File: src/rtl/ctfr_pkg.sv
// shared types, constants and helpers for the text frame receiver
package ctfr_pkg;

   localparam int LINE_W       = 8;
   localparam int BYTE_W       = 8;
   localparam int COUNT_W      = 16;
   localparam int FIELD_W      = 5;
   localparam int STATUS_W     = 2;
   localparam int TAIL_W       = 2;
   localparam int QUEUE_DEPTH  = 2;

   localparam logic [BYTE_W-1:0] CHAR_CR     = 8'd13;
   localparam logic [BYTE_W-1:0] CHAR_LF     = 8'd10;
   localparam logic [BYTE_W-1:0] CHAR_DOLLAR = 8'h24;
   localparam logic [BYTE_W-1:0] CHAR_STAR   = 8'h2A;
   localparam logic [BYTE_W-1:0] CHAR_COMMA  = 8'h2C;

   localparam logic [STATUS_W-1:0] STATUS_VALID    = 2'd0;
   localparam logic [STATUS_W-1:0] STATUS_FRAME    = 2'd1;
   localparam logic [STATUS_W-1:0] STATUS_CHECKSUM = 2'd2;

   localparam logic [TAIL_W-1:0] TAIL_NONE = 2'd0;
   localparam logic [TAIL_W-1:0] TAIL_ONE  = 2'd1;
   localparam logic [TAIL_W-1:0] TAIL_TWO  = 2'd2;
   localparam logic [TAIL_W-1:0] TAIL_MANY = 2'd3;

   // classified word between front and back
   typedef struct packed {
      logic [BYTE_W-1:0] data;
      logic              is_eol;
      logic              is_dollar;
      logic              is_star;
      logic              is_comma;
   } word_type;

   function automatic logic [BYTE_W-1:0] hex_char(input logic [3:0] nibble);
      logic [BYTE_W-1:0] res;
      if (nibble < 4'd10) begin
         res = 8'h30 + {4'd0, nibble};
      end else begin
         res = 8'h37 + {4'd0, nibble};
      end
      return res;
   endfunction

   function automatic logic [BYTE_W-1:0] upcase(input logic [BYTE_W-1:0] c);
      logic [BYTE_W-1:0] res;
      if (c >= 8'h61 && c <= 8'h7A) begin
         res = c - 8'd32;
      end else begin
         res = c;
      end
      return res;
   endfunction

endpackage

File: src/rtl/ctfr_queue.sv
// short word queue between classifier and line engine
module ctfr_queue
   import ctfr_pkg::*;
(
   input  logic     clock,
   input  logic     reset,
   input  logic     push,
   input  word_type push_word,
   output logic     full,
   input  logic     pop,
   output logic     head_valid,
   output word_type head_word
);

   localparam int PTR_W = (QUEUE_DEPTH > 1) ? $clog2(QUEUE_DEPTH) : 1;
   localparam int CNT_W = $clog2(QUEUE_DEPTH + 1);

   word_type           slot_ff [QUEUE_DEPTH];
   logic [PTR_W-1:0]   wr_ptr_ff, wr_ptr_in;
   logic [PTR_W-1:0]   rd_ptr_ff, rd_ptr_in;
   logic [CNT_W-1:0]   count_ff, count_in;

   assign full       = (count_ff == CNT_W'(QUEUE_DEPTH));
   assign head_valid = (count_ff != '0);
   assign head_word  = slot_ff[rd_ptr_ff];

   always_comb begin
      wr_ptr_in = wr_ptr_ff;
      rd_ptr_in = rd_ptr_ff;
      count_in  = count_ff;
      if (push) begin
         wr_ptr_in = (wr_ptr_ff == PTR_W'(QUEUE_DEPTH - 1)) ? '0 : wr_ptr_ff + 1'b1;
      end
      if (pop) begin
         rd_ptr_in = (rd_ptr_ff == PTR_W'(QUEUE_DEPTH - 1)) ? '0 : rd_ptr_ff + 1'b1;
      end
      if (push && !pop) begin
         count_in = count_ff + 1'b1;
      end else if (pop && !push) begin
         count_in = count_ff - 1'b1;
      end
   end

   always_ff @(posedge clock) begin
      if (reset) begin
         wr_ptr_ff <= '0;
         rd_ptr_ff <= '0;
         count_ff  <= '0;
      end else begin
         wr_ptr_ff <= wr_ptr_in;
         rd_ptr_ff <= rd_ptr_in;
         count_ff  <= count_in;
      end
   end

   always_ff @(posedge clock) begin
      if (push) begin
         slot_ff[wr_ptr_ff] <= push_word;
      end
   end

endmodule

File: src/rtl/ctfr_front.sv
// input side: takes received bytes and classifies them
module ctfr_front
   import ctfr_pkg::*;
(
   input  logic              req_valid,
   output logic              req_ready,
   input  logic [BYTE_W-1:0] req_rx_byte,
   input  logic              queue_full,
   output logic              push,
   output word_type          push_word
);

   assign req_ready = !queue_full;
   assign push      = req_valid && !queue_full;

   always_comb begin
      push_word.data      = req_rx_byte;
      push_word.is_eol    = (req_rx_byte == CHAR_CR) || (req_rx_byte == CHAR_LF);
      push_word.is_dollar = (req_rx_byte == CHAR_DOLLAR);
      push_word.is_star   = (req_rx_byte == CHAR_STAR);
      push_word.is_comma  = (req_rx_byte == CHAR_COMMA);
   end

endmodule

File: src/rtl/ctfr_back.sv
// line engine: per-word line state, frame checks and result register
module ctfr_back
   import ctfr_pkg::*;
#(
   parameter int MAX_LINE  = 128,
   parameter int FIELD_CAP = 16
)(
   input  logic                clock,
   input  logic                reset,
   input  logic                head_valid,
   input  word_type            head_word,
   output logic                pop,
   output logic                rsp_valid,
   input  logic                rsp_ready,
   output logic [STATUS_W-1:0] rsp_status,
   output logic [FIELD_W-1:0]  rsp_field_count,
   output logic [LINE_W-1:0]   rsp_payload_start,
   output logic [LINE_W-1:0]   rsp_payload_length,
   output logic [BYTE_W-1:0]   rsp_computed_checksum,
   output logic [COUNT_W-1:0]  rsp_overflow_count
);

   logic [LINE_W-1:0]   line_length_ff, line_length_in;
   logic                overflowed_ff, overflowed_in;
   logic                start_seen_ff, start_seen_in;
   logic [LINE_W-1:0]   start_offset_ff, start_offset_in;
   logic [BYTE_W-1:0]   running_xor_ff, running_xor_in;
   logic [BYTE_W-1:0]   xor_star_ff, xor_star_in;
   logic                star_seen_ff, star_seen_in;
   logic [LINE_W-1:0]   star_offset_ff, star_offset_in;
   logic [TAIL_W-1:0]   tail_count_ff, tail_count_in;
   logic [BYTE_W-1:0]   tail_first_ff, tail_first_in;
   logic [BYTE_W-1:0]   tail_second_ff, tail_second_in;
   logic [LINE_W-1:0]   comma_total_ff, comma_total_in;
   logic [LINE_W-1:0]   comma_star_ff, comma_star_in;
   logic [COUNT_W-1:0]  discard_ff, discard_in;

   logic                out_valid_ff, out_valid_in;
   logic [STATUS_W-1:0] out_status_ff, out_status_in;
   logic [FIELD_W-1:0]  out_fields_ff, out_fields_in;
   logic [LINE_W-1:0]   out_start_ff, out_start_in;
   logic [LINE_W-1:0]   out_length_ff, out_length_in;
   logic [BYTE_W-1:0]   out_checksum_ff, out_checksum_in;
   logic [COUNT_W-1:0]  out_count_ff, out_count_in;

   logic slot_free;
   logic emit;

   assign slot_free = !out_valid_ff || rsp_ready;
   assign pop       = head_valid && (!head_word.is_eol || slot_free);
   assign emit      = pop && head_word.is_eol && (line_length_ff != '0) && !overflowed_ff;

   always_comb begin
      line_length_in  = line_length_ff;
      overflowed_in   = overflowed_ff;
      start_seen_in   = start_seen_ff;
      start_offset_in = start_offset_ff;
      running_xor_in  = running_xor_ff;
      xor_star_in     = xor_star_ff;
      star_seen_in    = star_seen_ff;
      star_offset_in  = star_offset_ff;
      tail_count_in   = tail_count_ff;
      tail_first_in   = tail_first_ff;
      tail_second_in  = tail_second_ff;
      comma_total_in  = comma_total_ff;
      comma_star_in   = comma_star_ff;
      discard_in      = discard_ff;
      if (pop) begin
         if (head_word.is_eol) begin
            if (line_length_ff != '0) begin
               line_length_in  = '0;
               overflowed_in   = 1'b0;
               start_seen_in   = 1'b0;
               start_offset_in = '0;
               running_xor_in  = '0;
               xor_star_in     = '0;
               star_seen_in    = 1'b0;
               star_offset_in  = '0;
               tail_count_in   = TAIL_NONE;
               tail_first_in   = '0;
               tail_second_in  = '0;
               comma_total_in  = '0;
               comma_star_in   = '0;
            end
         end else if (line_length_ff >= LINE_W'(MAX_LINE)) begin
            if (!overflowed_ff) begin
               overflowed_in = 1'b1;
               discard_in    = discard_ff + 1'b1;
            end
         end else begin
            if (!start_seen_ff) begin
               if (head_word.is_dollar) begin
                  start_seen_in   = 1'b1;
                  start_offset_in = line_length_ff + 1'b1;
               end
            end else begin
               if (head_word.is_star) begin
                  star_seen_in   = 1'b1;
                  star_offset_in = line_length_ff;
                  xor_star_in    = running_xor_ff;
                  comma_star_in  = comma_total_ff;
                  tail_count_in  = TAIL_NONE;
               end else if (star_seen_ff) begin
                  if (tail_count_ff == TAIL_NONE) begin
                     tail_first_in = head_word.data;
                  end else if (tail_count_ff == TAIL_ONE) begin
                     tail_second_in = head_word.data;
                  end
                  if (tail_count_ff != TAIL_MANY) begin
                     tail_count_in = tail_count_ff + 1'b1;
                  end
               end
               if (head_word.is_comma) begin
                  comma_total_in = comma_total_ff + 1'b1;
               end
               running_xor_in = running_xor_ff ^ head_word.data;
            end
            line_length_in = line_length_ff + 1'b1;
         end
      end
   end

   // frame checks on the finished line
   always_comb begin
      out_status_in   = STATUS_VALID;
      out_fields_in   = '0;
      out_start_in    = '0;
      out_length_in   = '0;
      out_checksum_in = '0;
      out_count_in    = discard_ff;
      if (!start_seen_ff) begin
         out_status_in = STATUS_FRAME;
      end else begin
         out_start_in = start_offset_ff;
         if (!star_seen_ff) begin
            out_status_in = STATUS_CHECKSUM;
         end else begin
            out_length_in   = star_offset_ff - start_offset_ff;
            out_checksum_in = xor_star_ff;
            if (tail_count_ff != TAIL_TWO) begin
               out_status_in = STATUS_CHECKSUM;
            end else if (upcase(tail_first_ff) != hex_char(xor_star_ff[7:4]) ||
                         upcase(tail_second_ff) != hex_char(xor_star_ff[3:0])) begin
               out_status_in = STATUS_CHECKSUM;
            end else if ({1'b0, comma_star_ff} > 9'(FIELD_CAP)) begin
               out_status_in = STATUS_FRAME;
            end else begin
               out_fields_in = comma_star_ff[FIELD_W-1:0];
            end
         end
      end
   end

   always_comb begin
      out_valid_in = out_valid_ff;
      if (emit) begin
         out_valid_in = 1'b1;
      end else if (rsp_ready) begin
         out_valid_in = 1'b0;
      end
   end

   always_ff @(posedge clock) begin
      if (reset) begin
         line_length_ff  <= '0;
         overflowed_ff   <= 1'b0;
         start_seen_ff   <= 1'b0;
         start_offset_ff <= '0;
         running_xor_ff  <= '0;
         xor_star_ff     <= '0;
         star_seen_ff    <= 1'b0;
         star_offset_ff  <= '0;
         tail_count_ff   <= TAIL_NONE;
         tail_first_ff   <= '0;
         tail_second_ff  <= '0;
         comma_total_ff  <= '0;
         comma_star_ff   <= '0;
         discard_ff      <= '0;
         out_valid_ff    <= 1'b0;
      end else begin
         line_length_ff  <= line_length_in;
         overflowed_ff   <= overflowed_in;
         start_seen_ff   <= start_seen_in;
         start_offset_ff <= start_offset_in;
         running_xor_ff  <= running_xor_in;
         xor_star_ff     <= xor_star_in;
         star_seen_ff    <= star_seen_in;
         star_offset_ff  <= star_offset_in;
         tail_count_ff   <= tail_count_in;
         tail_first_ff   <= tail_first_in;
         tail_second_ff  <= tail_second_in;
         comma_total_ff  <= comma_total_in;
         comma_star_ff   <= comma_star_in;
         discard_ff      <= discard_in;
         out_valid_ff    <= out_valid_in;
      end
   end

   always_ff @(posedge clock) begin
      if (emit) begin
         out_status_ff   <= out_status_in;
         out_fields_ff   <= out_fields_in;
         out_start_ff    <= out_start_in;
         out_length_ff   <= out_length_in;
         out_checksum_ff <= out_checksum_in;
         out_count_ff    <= out_count_in;
      end
   end

   assign rsp_valid             = out_valid_ff;
   assign rsp_status            = out_status_ff;
   assign rsp_field_count       = out_fields_ff;
   assign rsp_payload_start     = out_start_ff;
   assign rsp_payload_length    = out_length_ff;
   assign rsp_computed_checksum = out_checksum_ff;
   assign rsp_overflow_count    = out_count_ff;

endmodule

File: src/rtl/checksummed_text_frame_receiver_core.sv
// top level of the checksummed text frame receiver
//
//  channel | direction | ports                         | transfer
//  req     | in        | req_valid/req_ready/rx_byte   | one received byte per word
//  rsp     | out       | rsp_valid/rsp_ready/fields    | one word per non-empty unoverflowed line
//
//  one byte per cycle unless a line end waits on rsp_ready; bytes are registered in the queue
//  a line's result turns valid at the edge that pops its CR or LF from the two-entry queue
//  synchronous reset clears the queue, the line state, the overflow count and the result valid
//  req_ready drops only when the queue is full; it fills while a line end waits on rsp_ready
module checksummed_text_frame_receiver_core
   import ctfr_pkg::*;
#(
   parameter int MAX_LINE  = 128,
   parameter int FIELD_CAP = 16
)(
   input  logic                clock,
   input  logic                reset,
   input  logic                req_valid,
   output logic                req_ready,
   input  logic [BYTE_W-1:0]   req_rx_byte,
   output logic                rsp_valid,
   input  logic                rsp_ready,
   output logic [STATUS_W-1:0] rsp_status,
   output logic [FIELD_W-1:0]  rsp_field_count,
   output logic [LINE_W-1:0]   rsp_payload_start,
   output logic [LINE_W-1:0]   rsp_payload_length,
   output logic [BYTE_W-1:0]   rsp_computed_checksum,
   output logic [COUNT_W-1:0]  rsp_overflow_count
);

   logic     queue_full;
   logic     push;
   word_type push_word;
   logic     pop;
   logic     head_valid;
   word_type head_word;

   ctfr_front u_front (
      .req_valid   (req_valid),
      .req_ready   (req_ready),
      .req_rx_byte (req_rx_byte),
      .queue_full  (queue_full),
      .push        (push),
      .push_word   (push_word)
   );

   ctfr_queue u_queue (
      .clock      (clock),
      .reset      (reset),
      .push       (push),
      .push_word  (push_word),
      .full       (queue_full),
      .pop        (pop),
      .head_valid (head_valid),
      .head_word  (head_word)
   );

   ctfr_back #(
      .MAX_LINE  (MAX_LINE),
      .FIELD_CAP (FIELD_CAP)
   ) u_back (
      .clock                 (clock),
      .reset                 (reset),
      .head_valid            (head_valid),
      .head_word             (head_word),
      .pop                   (pop),
      .rsp_valid             (rsp_valid),
      .rsp_ready             (rsp_ready),
      .rsp_status            (rsp_status),
      .rsp_field_count       (rsp_field_count),
      .rsp_payload_start     (rsp_payload_start),
      .rsp_payload_length    (rsp_payload_length),
      .rsp_computed_checksum (rsp_computed_checksum),
      .rsp_overflow_count    (rsp_overflow_count)
   );

endmodule
File: config.mk
export PLATFORM = sky130hd
export DESIGN_NAME = checksummed_text_frame_receiver_core
export DESIGN_NICKNAME = d
export VERILOG_FILES = /design/src/rtl/ctfr_pkg.sv /design/src/rtl/ctfr_queue.sv /design/src/rtl/ctfr_front.sv /design/src/rtl/ctfr_back.sv /design/src/rtl/checksummed_text_frame_receiver_core.sv
export SDC_FILE = /design/constraint.sdc
export NUM_CORES = 1
export LEC_CHECK = 0
export ABC_CLOCK_PERIOD_IN_PS = 5650
export BUFFER_PORTS_ARGS = -buffer_cell sky130_fd_sc_hd__buf_2
export CAP_MARGIN = 20
export CORE_MARGIN = 4
export CORE_UTILIZATION = 29
export CTS_CLUSTER_DIAMETER = 200
export CTS_CLUSTER_SIZE = 30
export DETAILED_ROUTE_END_ITERATION = 16
export GPL_TIMING_DRIVEN = 0
export PLACE_DENSITY = 0.55
export RECOVER_POWER = 50
export REMOVE_ABC_BUFFERS = 1
export SLEW_MARGIN = 20
export SYNTH_ARGS = -nofsm -noshare
export SYNTH_HDL_FRONTEND = slang
export SYNTH_SLANG_ARGS = --single-unit
export TNS_END_PERCENT = 5
File: constraint.sdc
create_clock -name clock -period 5.65 [get_ports clock]
set_input_delay 0.2825 -clock clock [delete_from_list [all_inputs] [get_ports clock]]
set_output_delay 0.2825 -clock clock [all_outputs]
set_load 0.01 [all_outputs]
==> results by group, run 1 <==
Synthesis
  – Prevailing post-synth register cell: dfxtp_1
  – Register bit total from synthesis: 170
  – Count of mapped cells out of synthesis: 684
  – Post-Synth Simple-Gate Area: 0.1730
  – Avg Cell Area, Syn: 11.00 sq um
  – Synth cell types: 69
  – Synthesized area: 0.007523 sq mm
  – Synth Warn #: 0
  – Mux contribution to synthesized area: 0.04407
  – Seq/Total Area, Yosys: 0.5468
  – Ys async rst share: 0
  – Area leader, netlist: edfxtp_1
  – Post-synth EDFFs: 71
  – Compound-Gate Fraction of Synth Area: 0.1154
  – Synth Area in XOR/XNOR: 0.04540
  – Adder-Cell Fraction of Synth Area: 0.03592
  – Area contributors post-synth: edfxtp_1 (28%), dfxtp_1 (26%), nor2_1 (4.2%)
  – Combinational family with the most area after synthesis: simple AND/OR/NAND/NOR gates
  – Top-area cell type share of the netlist area: 0.2834

Power
  – Sw Pwr: 0.9957 mW
  – Pint: 2.175 mW
  – LEAKAGE: 3.064 nW
  – Clock share of power: 0.355
  – Max VDD drop: 184.0 uV
  – Switch share: 0.3141
  – Cell Pwr Density: 367.8 mW/mm^2
  – Combinational share of power: 0.176
  – Seq pwr share: 0.469
  – Design Power: 3.170 mW

Clocking
  – Clk_lat worst skew: 0.44 ns
  – CTS Hold Bufs: 0
  – CTS sink count: 170
  – Clock Tree Root: clkbuf_16
  – Setup Buffers After CTS: 0
  – CTS resizes: 0
  – H-tree level count: 4
  – TritonCTS buffer count: 17
  – Clock Tree Buf Depth: 2
  – Clock slew at reported path FFs: 0.07 ns
  – TritonCTS clock tree: done

Detailed routing
  – Vias: 5026
  – Routed WL per cell: 14.17 microns
  – Final wirelength: 15360 microns
  – Vias/cell: 4.637
  – First DRT Iteration DRCs: 238
  – DR pass1 iterations: 4
  – DRC Markers: 0
  – Routed Antenna Nets: 0

Floorplan
  – CORE AREA: 0.02533 sq mm
  – Number of cell rows: 58
  – Die height: 169.1 microns
  – Io pins: 61
  – Die Wd: 169.1 microns
  – Die area: 0.02858 sq mm
  – Initial core utilization: 0.2971

Worst setup path
  – Critical path type: reg2reg
  – Critical path startpoint category: flip-flop
  – Crit-path cells: mux2_1, nor2_2, o22ai_1, or3_1, nand3_1, o41ai_2
  – Top Family by Delay on Critical Path: multiplexers
  – Worst Path Required: 5.98 ns
  – Crit path buf inv count: 0
  – CP endpoint kind: flip-flop
  – Worst EP arrival: 4.23 ns
  – Largest stage delay, worst path: 1.21 ns
  – Crit-path slowest cell: mux2_1
  – Worst-path fanout max: 33

Placed design
  – Number of buffers added on ports: 60
  – DPL Wire Length: 10650 microns
  – Global placer's final weighted congestion: 0.7554
  – Placed standard-cell area: 0.008139 sq mm
  – Pre-CTS WS: 2.044 ns

STA
  – Final worst slack: 1.751 ns
  – Clock period minus worst slack: 3.899 ns
  – Final Max Slew Viols: 0
  – Setup TNS Final: 0 ns
  – Final Cycle Share: 0.6901
  – Clock skew: 0.01138 ns
  – Max-slew headroom: 0.04433
  – RSZ-0062 raised after global routing: no
  – Peak Freq: 0.2565 GHz
  – Slew @ Worst Pin: 1.433 ns
  – Final setup violating endpoints: 0
  – Fin. Hold Viols: 0

Global route
  – First-pass GRT wire length: 25210 microns
  – Total Routing Usage GR: 0.1098
  – Gr ovfl total: 0
  – Antenna violations before repair: 0
  – Largest net degree at the start of global routing: 64
  – Number of global-route vias before repair: 4858

Finish
  – Commonest cells after routing, fill and taps aside: dfxtp_1 (99), nor2_1 (85), edfxtp_1 (71), clkbuf_1 (57), a21oi_1 (36)
  – Final #Nets: 774
  – Fin area: 0.008620 sq mm
  – Commonest non-fill, non-tap cell in the layout: dfxtp_1
  – Synthesis-to-layout area growth: 14.57%
  – Layout cells sized above 1: 0.09019
  – N_diodes: 0

Worst hold path
  – Hold WC Path Type: in2reg

Run
  – Max_cap viols: 0

Outcome
  – Outcome: complete, no violations
==> cell usage after synthesis, types with 5 or more instances <==
library cell,n
buf_2,8
o41ai_2,7
edfxtp_1,71
or3_1,17
nand4_1,9
inv_1,33
a22o_1,23
clkbuf_1,10
nor3_1,18
xor2_1,24
nand3_1,17
mux2i_1,28
and3_1,12
o21ai_0,20
nor2_1,85
nor4_1,5
ha_1,20
dfxtp_1,99
nand2_1,25
nor2b_1,7
nand2b_1,5
xnor2_1,15
buf_4,5
and2_1,12
a21oi_1,35
==> worst reg2reg max path: cells and delay by family (launching register included) <==
kind / cells / cell delay, ns
and+or+nand+nor: 3 / 0.90
AOI/OAI and AO/OA: 2 / 0.88
DFF: 1 / 0.81
muxes: 1 / 1.21
==> final timing paths <==
| kind | from | end | slack, ns | cells past startpoint |
|---|---|---|---|---|
| worst min register to register | u_back.discard_ff[15]$_SDFFE_PP0P_ | u_back.rsp_overflow_count[15]$_DFFE_PP_ | 0.46 | 0 |
| worst min-delay path | req_rx_byte[4] | u_queue.slot_ff[0][8]$_DFFE_PP_ | 0.07 | 1 |
| worst max-delay path | flip-flop | u_back.start_offset_ff[6]$_SDFFE_PP0P_ | 1.75 | 6 |
| worst max register to register | flip-flop | u_back.start_offset_ff[6]$_SDFFE_PP0P_ | 1.75 | 6 |
==> routing by layer <==
layer	track usage	vias to the layer above	part of all wire
li1	-	2584	-
met1	0.1495	2366	0.51
met2	0.1733	64	0.44
met3	0.02616	12	0.030
met4	0.03465	0	0.012
met5	0	-	0
==> state kept, by name, indices dropped and copies added, names as in the netlist, 2 cells and up, named ones only <==
signal and count:
u_back.rsp_field_count 5, u_back.comma_star_ff 8, u_back.rsp_status 2, u_back.rsp_overflow_count 16
u_queue.slot_ff 24, u_back.start_offset_ff 8, u_back.line_length_ff 8, u_back.tail_second_ff 8
u_back.rsp_payload_length 8, u_back.running_xor_ff 8, u_back.discard_ff 16, u_back.comma_total_ff 8
u_back.tail_first_ff 8, u_back.tail_count_ff 2, u_back.xor_star_ff 8, u_back.rsp_computed_checksum 8
u_back.star_offset_ff 8, u_queue.count_ff 2, u_back.rsp_payload_start 8
==> area by class of cell <==
class / count / area [sq um]
flip-flops and latches: 170 / 4114
clock inverters: 15 / 146.4
well taps: 330 / 412.9
inverters: 33 / 123.9
repair buffers: 68 / 306.5
fillers: 2595 / 16710
clock buffers: 17 / 425.4
multi-input cells: 451 / 3090
==> power groups by stage <==
stage | clock network, mW | registers, mW | logic (mW)
2_1_floorplan | 0 | 1.51 | 0.388
3_3_place_gp | 0 | 1.52 | 0.563
3_5_place_dp | 0 | 1.52 | 0.577
4_1_cts | 1.16 | 1.49 | 0.580
5_1_grt | 1.22 | 1.50 | 0.625
6_report | 1.13 | 1.49 | 0.557
==> cells by family (layout without fill, tap and decap cells) <==
family,count (synthesis),in the layout
flops,170,170
xor+xnor,39,39
buf+inv,63,133
simple gates,241,241
compound gates,118,118
fa+ha+maj,21,21
mux,32,32
==> metrics by stage <==
| step | utilization | hold WS (ns) | instances |
|---|---|---|---|
| global route | 0.3403 | 0.06476 | 1084 |
| floorplan | - | 0.3516 | 654 |
| detailed placement | 0.3214 | 0.4401 | 1051 |
| global placement | 0.3184 | 0.4359 | 1044 |
| finish | 0.3403 | 0.07190 | 1084 |
| CTS | 0.3439 | 0.02956 | 1083 |
Power figures use the tool's default switching activity.
==> run 2: changes to the inputs <==
- ABC_CLOCK_PERIOD_IN_PS: 5650 -> 3650
- clock period: 5.65 -> 3.65 ns (I/O delays scaled with it)
==> run 2 against run 1 <==
  * Combinational power grew 56%
  * Utilization grew 0.33 points
  * Routed wire length grew 0.23%
  * Clock skew grew 0.0014 ns
  * Sequential share of layout area shrank 0.46 points
  * Sequential cell count is the same
  * Critical path depth grew 2
  * Total power grew 55%
  * Sequential power grew 54%
  * Cell area grew 0.97%
  * Critical endpoint unchanged
  * Largest power group unchanged
==> results by group, run 2 (synthesized netlist as in run 1, its figures left out) <==
Clocking
  – Clock slew at reported path FFs: 0.07 ns
  – TritonCTS clock tree: done
  – Clock Tree Buf Depth: 2
  – H-tree level count: 4
  – Clock Tree Root: clkbuf_16
  – Clk_lat worst skew: 0.43 ns
  – CTS sink count: 170
  – Setup Buffers After CTS: 0
  – TritonCTS buffer count: 17

Global route
  – Antenna violations before repair: 0
  – Largest net degree at the start of global routing: 64
  – Met2 GRT Util: 0.1756
  – Busiest layer in global routing: met2
  – Total Routing Usage GR: 0.1105
  – Grt met1 use: 0.1498
  – First-pass GRT wire length: 25380 microns
  – Met3 usage: 0.02616
  – Number of global-route vias before repair: 4887
  – Gr ovfl total: 0

Finish
  – Commonest non-fill, non-tap cell in the layout: dfxtp_1
  – Fillcell total: 2590
  – Reg with most FFs: u_queue.slot_ff
  – N_diodes: 0
  – Commonest cells after routing, fill and taps aside: dfxtp_1 (99), nor2_1 (85), edfxtp_1 (71), clkbuf_1 (57), a21oi_1 (36)
  – Largest register FFs: 24
  – Synthesis-to-layout area growth: 15.68%
  – Layout cells sized above 1: 0.09055
  – Sequential Area: 0.004114 sq mm
  – Area of the multi-input gates: 0.003094 sq mm
  – Final #Nets: 782

STA
  – Clock period minus worst slack: 3.328 ns
  – Setup TNS Final: 0 ns
  – Max-slew headroom: 0.1080
  – Final setup violating endpoints: 0
  – Slew @ Worst Pin: 1.328 ns
  – Fin. Hold Viols: 0
  – Hold Slack: 0.1498 ns
  – RSZ-0062 raised after global routing: no
  – Clock skew: 0.01273 ns
  – Peak Freq: 0.3005 GHz
  – Final Cycle Share: 0.9117
  – Final Max Slew Viols: 0

Placed design
  – Number of buffers added on ports: 60
  – Global placer's final weighted congestion: 0.7554
  – DPL Wire Length: 10650 microns

Detailed routing
  – Vias: 5047
  – DR pass1 iterations: 4
  – Final wirelength: 15400 microns
  – Routed Antenna Nets: 0
  – Vias/cell: 4.622
  – DRC Markers: 0
  – First DRT Iteration DRCs: 262
  – Routed WL per cell: 14.10 microns

Worst setup path
  – R2r endpoint: u_back.start_offset_ff[6]$_SDFFE_PP0P_
  – Crit-path cells: inv_1, ha_1, nor4b_1, a211oi_2, o22ai_1, or3_1, nand3_1, o41ai_2
  – Crit-path slowest cell: o22ai_1
  – CP endpoint kind: flip-flop
  – CP startpoint: u_back.line_length_ff[0]$_SDFFE_PP0P_
  – R2r setup slk: 0.32 ns
  – CP Depth: 8
  – Setup crit end: u_back.start_offset_ff[6]$_SDFFE_PP0P_
  – Crit path buf inv count: 1
  – Top Family by Delay on Critical Path: simple AND/OR/NAND/NOR gates
  – Reg-to-reg startpoint: u_back.line_length_ff[0]$_SDFFE_PP0P_
  – Worst Path Required: 3.98 ns
  – Worst EP arrival: 3.66 ns
  – Largest stage delay, worst path: 0.77 ns
  – R2R depth: 8
  – Critical path type: reg2reg
  – Worst-path fanout max: 16
  – Critical path startpoint category: flip-flop

Floorplan
  – Initial core utilization: 0.2971
  – Die height: 169.1 microns
  – Die area: 0.02858 sq mm
  – Io pins: 61
  – Die Wd: 169.1 microns
  – Number of cell rows: 58
  – CORE AREA: 0.02533 sq mm

Power
  – Max VDD drop: 286.6 uV
  – LEAKAGE: 3.100 nW
  – Cell Pwr Density: 564.8 mW/mm^2

Outcome
  – Outcome: complete, no violations

Run
  – Max_cap viols: 0

Worst hold path
  – Hold Path Origin: req_valid
  – Hold WC Path Type: in2reg
run 2: cell count changes in the layout (fill, tap and decap cells not counted), sizes merged:
cell	delta
dlygate4sd3	+8
run 2: worst min-delay path by stage:
stage	endpoint	slack, ns	depth (start not counted)
final	u_queue.wr_ptr_ff$_SDFFE_PP0P_	0.15	4
after global routing	u_queue.wr_ptr_ff$_SDFFE_PP0P_	0.18	4
after CTS	u_queue.wr_ptr_ff$_SDFFE_PP0P_	0.13	4
after detailed placement	u_queue.slot_ff[1][8]$_DFFE_PP_	0.39	1
after global placement	u_queue.slot_ff[0][11]$_DFFE_PP_	0.39	1
after floorplan	u_back.comma_total_ff[1]$_SDFFE_PP0P_	0.25	1
run 2: power by group:
group          internal [mW]  switching (mW)  leakage (nW)
clock network          0.910           0.833         0.284
registers               2.16           0.145          1.45
logic                  0.308           0.563          1.36
run 2: cell type report:
type                       count  share of cell area
multi-input combinational    451              0.3555
sequential                   170              0.4727
inverter                      33             0.01423
clock inverter                15             0.01682
clock buffer                  17             0.04888
timing repair buffer          76             0.04442
tap                          330             0.04744
run 2: worst register-to-register path: stages, from the launching register on:
cell and delay [ns]:
dfxtp_1 0.39, inv_1 0.12, ha_1 0.15, nor4b_1 0.68, a211oi_2 0.15, o22ai_1 0.77, or3_1 0.68, nand3_1 0.19
o41ai_2 0.09
run 2: stage by stage:
stage / cells / util / worst slack [ns] / power (mW) / instance area, sq um
floorplan: 654 / - / -1.224 / 2.934 / 7351
global placement: 1044 / 0.3184 / -3.093 / 3.225 / 8064
detailed placement: 1051 / 0.3214 / 0.04405 / 3.241 / 8139
CTS: 1091 / 0.3471 / 0.02880 / 5.006 / 8791
global route: 1092 / 0.3436 / 0.06261 / 5.189 / 8703
finish: 1092 / 0.3436 / 0.3223 / 4.916 / 8703
run 2: layer usage:
metal  part of all wire  routed length (microns)
met1               0.51                     7848
met2               0.45                     6893
met3              0.033                      502
met4              0.010                      155
met5                  0                        0
run 2: timing repair:
action | in CTS | in global routing
gates resized for setup | 0 | 0
hold buffers | 8 | 0
endpoints found under the hold margin | 16 | 0
endpoints found under the setup margin | 0 | 0
